==> config.mk <==
export PLATFORM = sky130hd
export DESIGN_NAME = json_string_unescape_utf8
export DESIGN_NICKNAME = d
export VERILOG_FILES = /design/src/design/jsu_pkg.sv /design/src/design/json_string_unescape_utf8.sv
export SDC_FILE = /design/constraint.sdc
export NUM_CORES = 1
export LEC_CHECK = 0
export ABC_AREA = 1
export BUFFER_PORTS_ARGS = -buffer_cell sky130_fd_sc_hd__buf_2
export CAP_MARGIN = 20
export CORE_ASPECT_RATIO = 0.8
export CORE_MARGIN = 2
export CORE_UTILIZATION = 67
export CTS_CLUSTER_DIAMETER = 40
export CTS_CLUSTER_SIZE = 30
export DETAILED_ROUTE_END_ITERATION = 16
export PLACE_DENSITY = 0.89
export RECOVER_POWER = 100
export SYNTH_ARGS = -nofsm -noshare
export SYNTH_HDL_FRONTEND = slang
export SYNTH_SLANG_ARGS = --single-unit
export TNS_END_PERCENT = 50
==> constraint.sdc <==
create_clock -name clk -period 12.4 [get_ports clk]
set_input_delay 3.1 -clock clk [delete_from_list [all_inputs] [get_ports clk]]
set_output_delay 3.1 -clock clk [all_outputs]
set_load 0.01 [all_outputs]
==> src/design/jsu_pkg.sv <==
package jsu_pkg;

  // Scanner modes.
  typedef enum logic [2:0] {
    MODE_NORMAL,
    MODE_ESC,
    MODE_HEX,
    MODE_PEND,
    MODE_PEND_ESC
  } mode_t;

  // Error codes.
  localparam logic [2:0] ERR_NONE      = 3'd0;
  localparam logic [2:0] ERR_BAD_ESC   = 3'd1;
  localparam logic [2:0] ERR_BAD_HEX   = 3'd2;
  localparam logic [2:0] ERR_TRUNC_HEX = 3'd3;
  localparam logic [2:0] ERR_UNTERM    = 3'd4;

  // Characters with a meaning in the string body.
  localparam logic [7:0] CH_QUOTE  = 8'h22;
  localparam logic [7:0] CH_BSLASH = 8'h5C;
  localparam logic [7:0] CH_SLASH  = 8'h2F;
  localparam logic [7:0] CH_LOW_B  = 8'h62;
  localparam logic [7:0] CH_LOW_F  = 8'h66;
  localparam logic [7:0] CH_LOW_N  = 8'h6E;
  localparam logic [7:0] CH_LOW_R  = 8'h72;
  localparam logic [7:0] CH_LOW_T  = 8'h74;
  localparam logic [7:0] CH_LOW_U  = 8'h75;

  // Control characters produced by the simple escapes.
  localparam logic [7:0] CTL_BS = 8'h08;
  localparam logic [7:0] CTL_FF = 8'h0C;
  localparam logic [7:0] CTL_LF = 8'h0A;
  localparam logic [7:0] CTL_CR = 8'h0D;
  localparam logic [7:0] CTL_HT = 8'h09;

  // Surrogate ranges and UTF-8 lead and continuation marks.
  localparam logic [15:0] SURR_HI_MIN = 16'hD800;
  localparam logic [15:0] SURR_HI_MAX = 16'hDBFF;
  localparam logic [15:0] SURR_LO_MIN = 16'hDC00;
  localparam logic [15:0] SURR_LO_MAX = 16'hDFFF;
  localparam logic [5:0]  SURR_HI_TAG = 6'b110110;
  localparam logic [20:0] CP_2BYTE    = 21'h80;
  localparam logic [20:0] CP_3BYTE    = 21'h800;
  localparam logic [20:0] CP_4BYTE    = 21'h10000;
  localparam logic [7:0]  UTF8_CONT   = 8'h80;
  localparam logic [7:0]  UTF8_LEAD2  = 8'hC0;
  localparam logic [7:0]  UTF8_LEAD3  = 8'hE0;
  localparam logic [7:0]  UTF8_LEAD4  = 8'hF0;

  // One result item.
  typedef struct packed {
    logic [7:0] data_byte;
    logic       byte_valid;
    logic       string_done;
    logic [2:0] error_code;
  } res_t;

  // A short run of results (up to four) with its length.
  typedef struct packed {
    res_t [3:0] res;
    logic [2:0] n;
  } enc_t;

  function automatic res_t byte_res(input logic [7:0] b);
    res_t r;
    r = '0;
    r.data_byte  = b;
    r.byte_valid = 1'b1;
    return r;
  endfunction

  function automatic enc_t one_res(input res_t r);
    enc_t e;
    e = '0;
    e.res[0] = r;
    e.n      = 3'd1;
    return e;
  endfunction

  function automatic enc_t err_res(input logic [2:0] code);
    res_t r;
    r = '0;
    r.error_code = code;
    return one_res(r);
  endfunction

  // UTF-8 encoding of a code point of up to 21 bits.
  function automatic enc_t utf8_enc(input logic [20:0] cp);
    enc_t e;
    e = '0;
    if (cp < CP_2BYTE) begin
      e.res[0] = byte_res(cp[7:0]);
      e.n      = 3'd1;
    end else if (cp < CP_3BYTE) begin
      e.res[0] = byte_res(UTF8_LEAD2 | {3'b000, cp[10:6]});
      e.res[1] = byte_res(UTF8_CONT | {2'b00, cp[5:0]});
      e.n      = 3'd2;
    end else if (cp < CP_4BYTE) begin
      e.res[0] = byte_res(UTF8_LEAD3 | {4'b0000, cp[15:12]});
      e.res[1] = byte_res(UTF8_CONT | {2'b00, cp[11:6]});
      e.res[2] = byte_res(UTF8_CONT | {2'b00, cp[5:0]});
      e.n      = 3'd3;
    end else begin
      e.res[0] = byte_res(UTF8_LEAD4 | {5'b00000, cp[20:18]});
      e.res[1] = byte_res(UTF8_CONT | {2'b00, cp[17:12]});
      e.res[2] = byte_res(UTF8_CONT | {2'b00, cp[11:6]});
      e.res[3] = byte_res(UTF8_CONT | {2'b00, cp[5:0]});
      e.n      = 3'd4;
    end
    return e;
  endfunction

  // Hex digit decode: bit 4 flags a valid digit.
  function automatic logic [4:0] hex_digit(input logic [7:0] b);
    logic [4:0] d;
    d = '0;
    if (b >= 8'h30 && b <= 8'h39) begin
      d = {1'b1, 4'(b - 8'h30)};
    end else if (b >= 8'h61 && b <= 8'h66) begin
      d = {1'b1, 4'(b - 8'h57)};
    end else if (b >= 8'h41 && b <= 8'h46) begin
      d = {1'b1, 4'(b - 8'h37)};
    end
    return d;
  endfunction

  // Simple escape decode: bit 8 flags a known escape letter.
  function automatic logic [8:0] esc_char(input logic [7:0] b);
    logic [8:0] c;
    case (b)
      CH_QUOTE:  c = {1'b1, CH_QUOTE};
      CH_BSLASH: c = {1'b1, CH_BSLASH};
      CH_SLASH:  c = {1'b1, CH_SLASH};
      CH_LOW_B:  c = {1'b1, CTL_BS};
      CH_LOW_F:  c = {1'b1, CTL_FF};
      CH_LOW_N:  c = {1'b1, CTL_LF};
      CH_LOW_R:  c = {1'b1, CTL_CR};
      CH_LOW_T:  c = {1'b1, CTL_HT};
      default:   c = '0;
    endcase
    return c;
  endfunction

endpackage

==> src/design/json_string_unescape_utf8.sv <==
// JSON string body unescaper with UTF-8 output.
// Input channel: one byte of the string body per transfer (after the opening
// quote), or an end-of-text marker. Result channel: decoded UTF-8 bytes, a
// string-done marker on the closing quote, or an error code; out_last marks
// the final result that belongs to one input transfer.
// One input byte yields zero to six results. The byte is held in an input
// register, decoded combinationally, and its results are loaded one per cycle
// into the output register while the receiver accepts; the first result passes
// the holding register, then the output register. Single-result items flow at
// one per cycle while the receiver accepts; an item with n results takes n loads.
// Items without a result (a backslash, a hex digit) retire without an output load.
// A two-entry input stage (holding register plus skid register) keeps
// in_ready registered, so a new byte is taken while a result still waits.
// When the receiver stalls, the output register holds its result, the
// current byte waits, and in_ready drops once the skid register fills.
// Reset (rst_n low at a clock edge) empties both stages and returns the
// scanner to normal text mode with no pending surrogate.
module json_string_unescape_utf8 (
  input  logic       clk,
  input  logic       rst_n,
  input  logic       in_valid,
  output logic       in_ready,
  input  logic [7:0] in_byte,
  input  logic       in_end_of_text,
  output logic       out_valid,
  input  logic       out_ready,
  output logic [7:0] out_data_byte,
  output logic       out_byte_valid,
  output logic       out_string_done,
  output logic [2:0] out_error_code,
  output logic       out_last
);
  import jsu_pkg::*;

  // Input stage registers.
  logic       main_v_r, skid_v_r;
  logic [7:0] main_byte_r, skid_byte_r;
  logic       main_eot_r, skid_eot_r;

  // Scanner state.
  mode_t       mode_r, mode_nxt;
  logic [15:0] acc_r, acc_nxt;
  logic [2:0]  cnt_r, cnt_nxt;
  logic [9:0]  ph_r, ph_nxt;
  logic        pv_r, pv_nxt;

  // Output stage.
  res_t       out_r;
  logic       out_valid_r, out_last_r;
  logic [2:0] idx_r;

  // Decode results.
  logic       flush;
  enc_t       tail, pend_enc;
  res_t [5:0] ent;
  logic [2:0] n_items, last_idx;
  logic       in_fire, out_load, consume, main_free;

  // Decode of the held byte against the scanner state.
  always_comb begin
    logic        do_text, do_esc;
    logic [4:0]  dig;
    logic [8:0]  ec;
    logic [15:0] acc_new;
    logic [2:0]  cnt_new;
    flush    = 1'b0;
    tail     = '0;
    mode_nxt = mode_r;
    acc_nxt  = acc_r;
    cnt_nxt  = cnt_r;
    ph_nxt   = ph_r;
    pv_nxt   = pv_r;
    do_text  = 1'b0;
    do_esc   = 1'b0;
    dig      = hex_digit(main_byte_r);
    ec       = esc_char(main_byte_r);
    acc_new  = {acc_r[11:0], dig[3:0]};
    cnt_new  = 3'(cnt_r + 3'd1);
    pend_enc = utf8_enc({5'd0, SURR_HI_TAG, ph_r});

    if (main_eot_r) begin
      // End of text: flush a held high surrogate, then report.
      flush    = pv_r;
      tail     = err_res((mode_r == MODE_HEX) ? ERR_TRUNC_HEX : ERR_UNTERM);
      mode_nxt = MODE_NORMAL;
      acc_nxt  = '0;
      cnt_nxt  = '0;
      ph_nxt   = '0;
      pv_nxt   = 1'b0;
    end else begin
      case (mode_r)
        MODE_ESC: begin
          do_esc = 1'b1;
        end
        MODE_PEND: begin
          if (main_byte_r == CH_BSLASH) begin
            mode_nxt = MODE_PEND_ESC;
          end else begin
            flush   = pv_r;
            ph_nxt  = '0;
            pv_nxt  = 1'b0;
            do_text = 1'b1;
          end
        end
        MODE_PEND_ESC: begin
          if (main_byte_r == CH_LOW_U) begin
            mode_nxt = MODE_HEX;
            acc_nxt  = '0;
            cnt_nxt  = '0;
          end else begin
            flush  = pv_r;
            ph_nxt = '0;
            pv_nxt = 1'b0;
            do_esc = 1'b1;
          end
        end
        MODE_HEX: begin
          if (!dig[4]) begin
            flush    = pv_r;
            tail     = err_res(ERR_BAD_HEX);
            mode_nxt = MODE_NORMAL;
            acc_nxt  = '0;
            cnt_nxt  = '0;
            ph_nxt   = '0;
            pv_nxt   = 1'b0;
          end else begin
            acc_nxt = acc_new;
            cnt_nxt = cnt_new;
            if (cnt_new >= 3'd4) begin
              // Fourth digit: the code unit is complete.
              mode_nxt = MODE_NORMAL;
              acc_nxt  = '0;
              cnt_nxt  = '0;
              if (pv_r && acc_new >= SURR_LO_MIN && acc_new <= SURR_LO_MAX) begin
                tail   = utf8_enc(CP_4BYTE + {1'b0, ph_r, acc_new[9:0]});
                ph_nxt = '0;
                pv_nxt = 1'b0;
              end else begin
                flush  = pv_r;
                ph_nxt = '0;
                pv_nxt = 1'b0;
                if (acc_new >= SURR_HI_MIN && acc_new <= SURR_HI_MAX) begin
                  ph_nxt   = acc_new[9:0];
                  pv_nxt   = 1'b1;
                  mode_nxt = MODE_PEND;
                end else begin
                  tail = utf8_enc({5'd0, acc_new});
                end
              end
            end
          end
        end
        default: begin
          do_text = 1'b1;
        end
      endcase
    end

    // Plain text byte.
    if (do_text) begin
      mode_nxt = MODE_NORMAL;
      if (main_byte_r == CH_QUOTE) begin
        tail          = '0;
        tail.res[0].string_done = 1'b1;
        tail.n        = 3'd1;
        acc_nxt       = '0;
        cnt_nxt       = '0;
        ph_nxt        = '0;
        pv_nxt        = 1'b0;
      end else if (main_byte_r == CH_BSLASH) begin
        mode_nxt = MODE_ESC;
      end else begin
        tail = one_res(byte_res(main_byte_r));
      end
    end

    // Byte after a backslash.
    if (do_esc) begin
      mode_nxt = MODE_NORMAL;
      if (main_byte_r == CH_LOW_U) begin
        mode_nxt = MODE_HEX;
        acc_nxt  = '0;
        cnt_nxt  = '0;
      end else if (ec[8]) begin
        tail = one_res(byte_res(ec[7:0]));
      end else begin
        tail    = err_res(ERR_BAD_ESC);
        acc_nxt = '0;
        cnt_nxt = '0;
        ph_nxt  = '0;
        pv_nxt  = 1'b0;
      end
    end
  end

  // Result list: three flushed surrogate bytes first, then the tail.
  always_comb begin
    ent = '0;
    if (flush) begin
      ent[0]  = pend_enc.res[0];
      ent[1]  = pend_enc.res[1];
      ent[2]  = pend_enc.res[2];
      ent[3]  = tail.res[0];
      ent[4]  = tail.res[1];
      ent[5]  = tail.res[2];
      n_items = 3'(tail.n + 3'd3);
    end else begin
      ent[0]  = tail.res[0];
      ent[1]  = tail.res[1];
      ent[2]  = tail.res[2];
      ent[3]  = tail.res[3];
      n_items = tail.n;
    end
    last_idx = 3'(n_items - 3'd1);
  end

  // Handshake and retire control.
  assign in_ready  = !skid_v_r;
  assign in_fire   = in_valid && in_ready;
  assign out_load  = !out_valid_r || out_ready;
  assign consume   = main_v_r && ((n_items == 3'd0) || (out_load && idx_r == last_idx));
  assign main_free = !main_v_r || consume;

  // Input stage: holding register with a skid register behind it.
  always_ff @(posedge clk) begin
    if (!rst_n) begin
      main_v_r <= 1'b0;
      skid_v_r <= 1'b0;
    end else if (main_free) begin
      if (skid_v_r) begin
        main_v_r <= 1'b1;
        skid_v_r <= 1'b0;
      end else begin
        main_v_r <= in_fire;
      end
    end else if (in_fire) begin
      skid_v_r <= 1'b1;
    end
  end

  always_ff @(posedge clk) begin
    if (main_free) begin
      if (skid_v_r) begin
        main_byte_r <= skid_byte_r;
        main_eot_r  <= skid_eot_r;
      end else begin
        main_byte_r <= in_byte;
        main_eot_r  <= in_end_of_text;
      end
    end
    if (in_fire && !main_free) begin
      skid_byte_r <= in_byte;
      skid_eot_r  <= in_end_of_text;
    end
  end

  // Scanner state commits when the held byte retires.
  always_ff @(posedge clk) begin
    if (!rst_n) begin
      mode_r <= MODE_NORMAL;
      acc_r  <= '0;
      cnt_r  <= '0;
      ph_r   <= '0;
      pv_r   <= 1'b0;
    end else if (consume) begin
      mode_r <= mode_nxt;
      acc_r  <= acc_nxt;
      cnt_r  <= cnt_nxt;
      ph_r   <= ph_nxt;
      pv_r   <= pv_nxt;
    end
  end

  // Output register: one result of the list per cycle while out_load is high.
  always_ff @(posedge clk) begin
    if (!rst_n) begin
      out_valid_r <= 1'b0;
      idx_r       <= '0;
    end else if (out_load) begin
      out_valid_r <= main_v_r && (n_items != 3'd0);
      if (main_v_r && (n_items != 3'd0)) begin
        idx_r <= (idx_r == last_idx) ? 3'd0 : 3'(idx_r + 3'd1);
      end
    end
  end

  always_ff @(posedge clk) begin
    if (out_load) begin
      out_r      <= ent[idx_r];
      out_last_r <= (idx_r == last_idx);
    end
  end

  assign out_valid       = out_valid_r;
  assign out_data_byte   = out_r.data_byte;
  assign out_byte_valid  = out_r.byte_valid;
  assign out_string_done = out_r.string_done;
  assign out_error_code  = out_r.error_code;
  assign out_last        = out_last_r;

endmodule

After elaboration in Yosys (flattened, before gate mapping):

Index checks and enable logic that the tools add are counted.

* word-level logic and storage cells: 209
* input bits: 13
* output and inout port bits: 16
* register bits: 71

* add/sub/neg operators: 8
* bitwise operators: 1
* equal/unequal tests: 17
* muxes and demuxes: 123
* magnitude comparators: 17
* reductions and logical operators: 25

Operators with widths (count)
* $mux 42: 15
* $mux 55: 11
* $mux 16: 12
* $mux 10: 12
* $mux 39: 2
* $pmux 9 s8: 1
* $mux 29: 2
* $mux 3: 19
* $eq 8x7->1 const B: 7
* $mux 26: 2
* $mux 52: 1
* $mux 40: 1
* $bmux 13 s3: 1
* $mux 13: 3
* $ge 16x16->1 const B: 2
* $le 16x16->1 const B: 2
* $pmux 16 s2: 1
* $pmux 10 s3: 1
* $mux 1: 26
* $add 17x20->21 const A: 1
* $lt 21x12->1 const B: 1
* $lt 21x17->1 const B: 1
* $lt 21x8->1 const B: 1
* $eq 8x6->1 const B: 2
* 37 further kinds: 64

Logic depth before layout (Yosys ltp):

* word-level depth: 37
* depth in mapped cells: 28
* gate-level depth less buffers: 27

Least setup slack after synthesis:

OpenSTA, ideal clock, no wires.

* kind: in2reg
* from: in out_ready
* to: reg skid_byte_r[0] (enable)
* stages on the path: 5
* buffers on the path: 0
* slack: 7709 ps
* library setup time: 374 ps
* data arrival time: 4317 ps
* required time: 12026 ps
* cell sequence: nor2_1 -> inv_1 -> nand3_4 -> nand2_1 -> nor2_1

* longest elaborated chain between the ends: 7

Ends and longest elaborated chain
* from (decl): line json_string_unescape_utf8.sv:26 `input logic out_ready,`
* $logic_or 1x1->1: line json_string_unescape_utf8.sv:220 `assign out_load = !out_valid_r || out_ready;`
* via out_load: line json_string_unescape_utf8.sv:57 `logic in_fire, out_load, consume, main_free;`
* $logic_and 1x1->1: line json_string_unescape_utf8.sv:221 `assign consume = main_v_r && ((n_items == 3'd0) || (out_load && idx_r == last_idx));`
* $logic_or 1x1->1: line json_string_unescape_utf8.sv:221
* $logic_and 1x1->1: line json_string_unescape_utf8.sv:221
* $logic_or 1x1->1: line json_string_unescape_utf8.sv:222 `assign main_free = !main_v_r || consume;`
* via main_free: line json_string_unescape_utf8.sv:57
* $logic_not 1->1: line json_string_unescape_utf8.sv:251 `if (in_fire && !main_free) begin`
* $logic_and 1x1->1: line json_string_unescape_utf8.sv:251
* to (signal assigned): line json_string_unescape_utf8.sv:252 `skid_byte_r <= in_byte;`
* to (decl): line json_string_unescape_utf8.sv:37 `logic [7:0] main_byte_r, skid_byte_r;`

The timed path passes the listed nets, and every way through them passes these cells.
A chain may end at the register's enable or synchronous reset.

Worst setup path in the final report:

* from: reg main_byte_r[0]
* to: reg ph_r[1]

* longest elaborated chain between the ends: 34
* elaborated cells between the ends (all ways): 95
* classes of those cells: 6 x add/sub; 15 x order compare; 10 x eq/ne; 54 x mux; 10 x reduce/logical

Ends and longest elaborated chain
* from (decl): line json_string_unescape_utf8.sv:37
* from (signal assigned): line json_string_unescape_utf8.sv:244 `main_byte_r <= skid_byte_r;`
* from (signal assigned): line json_string_unescape_utf8.sv:247 `main_byte_r <= in_byte;`
* $ge 8x7->1 or $le 8x7->1 (tied branches): line jsu_pkg.sv:122 `end else if (b >= 8'h41 && b <= 8'h46) begin`
* $logic_and 1x1->1: line jsu_pkg.sv:122
* $mux 5: line jsu_pkg.sv:122
* $mux 5: line jsu_pkg.sv:120 `end else if (b >= 8'h61 && b <= 8'h66) begin`
* $mux 5: line jsu_pkg.sv:118 `if (b >= 8'h30 && b <= 8'h39) begin`
* $add 17x20->21: line json_string_unescape_utf8.sv:135 `tail = utf8_enc(CP_4BYTE + {1'b0, ph_r, acc_new[9:0]});`
* $lt 21x17->1: line jsu_pkg.sv:99 `end else if (cp < CP_4BYTE) begin`
* $mux 40: line jsu_pkg.sv:99
* [18 not listed]
* $mux 55: line json_string_unescape_utf8.sv:178 `if (do_esc) begin`
* $add 3x2->3: line json_string_unescape_utf8.sv:206 `n_items = 3'(tail.n + 3'd3);`
* $mux 3: line json_string_unescape_utf8.sv:199 `if (flush) begin`
* $sub 3x1->3: line json_string_unescape_utf8.sv:214 `last_idx = 3'(n_items - 3'd1);`
* $eq 3x3->1: line json_string_unescape_utf8.sv:221
* $logic_and 1x1->1: line json_string_unescape_utf8.sv:221
* $logic_or 1x1->1: line json_string_unescape_utf8.sv:221
* $logic_and 1x1->1: line json_string_unescape_utf8.sv:221
* to (signal assigned): line json_string_unescape_utf8.sv:269 `ph_r <= ph_nxt;`
* to (decl): line json_string_unescape_utf8.sv:44 `logic [9:0] ph_r, ph_nxt;`

Several ways; a longest one is shown, not always the timed one. The select of a mux whose other input is x is not followed.

==> results.md <==
- Metal2 WL: 7600 microns
- PostCTS Resize Cnt: 0
- CP required: 12650 ps
- Post-synthesis cell count: 839
- Setup TNS: 0 ps
- Number of remaining DRC errors: 0
- Worst Hold Path EP: cnt_r[2]
- Initial core utilization: 68.8%
- N_diodes: 0
- Register share of total power: 27.5%
- Placed Cells: 948
- Crit path DAT: 6530 ps
- Grt ovf: 0
- Die X: 105 microns
- Hold Slack: 478 ps
- DRT iter0 DRCs: 1044
- Ys Warns: 0
- Worst Hold Path Cells: 2
- Cell area after synthesis: 0.00542 sq mm
- Chip height: 84.4 microns
- Tot GR Track Use: 41.0%
- Share of cells above drive strength 1: 6.42%
- Slew Viols, Final: 0
- Status: finished, final reports clean
- Reg2reg setup slack: 6120 ps
- Endpoints failing setup: 0
- Num ports: 29
- Min-Delay Path Class: flop to flop
- Root Driver: clkbuf_8
- Crit end category: flop
- Initial antenna violation count: 0
- Int Pwr: 0.682 mW
- CTS tree: built
- Crit path max fanout: 27
- CTS Hold Bufs: 0
- Psw: 0.741 mW
- RSZ-0062 raised after global routing: false
- Post-synth EDFFs: 32
- CTS Buffer Depth: 2
- Tot Pwr: 1.42 mW
- CTS Sinks: 67
- # rows: 29
- Largest net degree at the start of global routing: 28
- Post-CTS setup buffer count: 0
- H-tree depth: 3
- #FFs+latches synth: 67
- Num CTS Buffers: 9
- Minimum clock period: 6280 ps
- Vias: 6327
- # port buffers: 28
- Flip-flop and latch area: 0.00166 sq mm
- Post-place setup slack: 7200 ps
- Worst slew pin tran: 1090 ps
- Async set-reset flop share out of synthesis: 0%
- Final WL: 18200 microns
- Gp weighted congestion: 1.07
- Met3 wire length: 2980 microns
- Slew HR: 27.6%
- CP Class: flop to flop
- Core area: 0.00787 sq mm
- Estimated wirelength of the detail-placed design: 13200 microns
- Setup crit start kind: flop
- F_max: 0.159 GHz
- MaxCap Viol Count: 0
- Leak: 2.56 nW
- Worst Setup Slack, final: 6120 ps
- Yosys cell types: 47
- DRT Pass-1 Iters: 8
- Reg2reg path depth: 23
- First-pass GRT wire length: 28700 microns
- Reg2reg end: ph_r[1]
- Power Density: 246 mW/mm^2
- Share of power burned in combinational logic: 56.6%
- Vias in the first global route: 5646
- Clock Latency Late Sink: 370 ps
- Nets: 876
- Final Cycle Share: 50.6%
- DR top layer: met4
- Worst Clk Skew: 15.8 ps
- Sw Ratio: 52.1%
- Antenna viol nets, final: 0
- Fin cells: 965
- Met1 WL: 6780 microns
- Multi-input gate area in the final layout: 0.00322 sq mm
- Net Count, Synth: 863
- Most common cell after layout, fill and taps aside: nand2_1
- Routed vias/inst: 6.56
- Fillers: 679
- Util after Layout: 73.5%
- WL/cell: 18.8 microns
- Clock Pin Slew Worst Setup and Hold Paths: 90 ps
- Avg Cell Area, Syn: 6.46 sq um
- Layout overhead on the synthesized area: 6.83%
- Peak ir drop on the vdd network: 0.161 mV
- Post-route cell area: 0.00579 sq mm
- Ys flop type: dfxtp_1
- Area of placed instances: 0.00557 sq mm
- Final hold vios: 0
- Clock Power Share: 15.9%
- Most frequent cells in the layout: nand2_1, inv_1, nand3_1
- Worst reg2reg startpoint: main_byte_r[0]
- Die area: 0.00883 sq mm
- Seq/Total Area, Yosys: 30.7%
- Hold path start: cnt_r[2]
==> Yosys cell counts, types with 2 or more instances <==
library cell,number,area (sq um)
dfxtp_1,35,701
nand3_1,79,395
nor3_1,11,55.1
a21oi_1,56,280
xnor2_1,2,17.5
nand2_1,237,890
o22ai_1,24,150
o221ai_1,10,87.6
ha_1,11,138
o211ai_1,8,60.1
inv_2,13,48.8
nand3b_1,2,15.0
a22oi_1,2,15.0
nor2_1,70,263
nand4_1,21,131
buf_6,2,22.5
clkbuf_1,19,71.3
o21ai_0,48,240
nor2_4,4,45.0
a211oi_1,6,45.0
o21ai_1,3,15.0
nand2_2,6,37.5
buf_1,3,11.3
buf_2,2,10.0
o31ai_1,4,30.0
nor4_1,3,18.8
inv_1,89,334
inv_4,2,12.5
o2111ai_1,4,35.0
o32ai_1,3,26.3
xor2_1,3,26.3
nor2_2,4,25.0
nand2_4,8,90.1
edfxtp_1,32,961
==> registers in the layout (all words and copies together), names as in the netlist, 8 cells and up <==
signal / flops
main_byte_r: 8
out_data_byte: 8
skid_byte_r: 8
ph_r: 10
acc_r: 12
==> cell type report <==
class                   count  share of cell area, %
flip-flops and latches     67                   28.7
multi-input cells         640                   55.6
clock buffers               9                   2.14
well taps                 108                   2.33
clock inverters             7                   2.01
repair buffers             29                   2.38
inverters                 105                   6.89
==> critical path, stage by stage (launching register included) <==
cell	delay, ps
edfxtp_1	480
inv_1	210
ha_1	210
nand2_1	100
nand3_1	90
nand2_1	130
nand2_1	250
nand2_1	310
nor2_1	170
nand2_1	150
nor2_1	330
nand3_1	220
ha_1	320
nand2_1	70
nand2_1	60
ha_1	190
ha_1	290
xnor2_1	130
nor2_1	260
nand3_4	120
nand2_1	750
nand2_1	840
o21ai_0	410
nor2_1	80
==> cell families (layout without fill, tap and decap cells) <==
kind of cell | Yosys count | after routing | synth area share [%]
AOI/OAI and AO/OA | 174 | 174 | 19.1
xor gates and xnor gates | 5 | 5 | 0.808
adders and majority gates | 11 | 11 | 2.54
buffers and inverters | 132 | 150 | 9.63
DFF | 67 | 67 | 30.7
and+or+nand+nor | 450 | 450 | 37.3
==> worst max-delay path by stage <==
stage / end / startpoint
2_1_floorplan: skid_byte_r[0] / out_ready
3_3_place_gp: skid_byte_r[2] / out_ready
3_5_place_dp: skid_byte_r[2] / out_ready
4_1_cts: skid_byte_r[1] / main_byte_r[1]
5_1_grt: ph_r[9] / main_byte_r[0]
6_report: ph_r[1] / main_byte_r[0]
==> power groups by stage <==
stage                     registers, mW  clock network [mW]  logic, mW
after CTS                         0.392               0.222      0.775
after floorplan                   0.367                   0      0.604
final                             0.391               0.226      0.806
after global routing              0.397               0.232      0.878
after global placement            0.394                   0      0.741
after detailed placement          0.397                   0      0.770
==> per-layer routing <==
metal / up-vias / GRT usage, %
met2: 572 / 60.8
met1: 2771 / 57.0
met5: - / 0
met3: 106 / 10.7
met4: 0 / 17.1
li1: 2878 / -
Power figures use the tool's default switching activity.
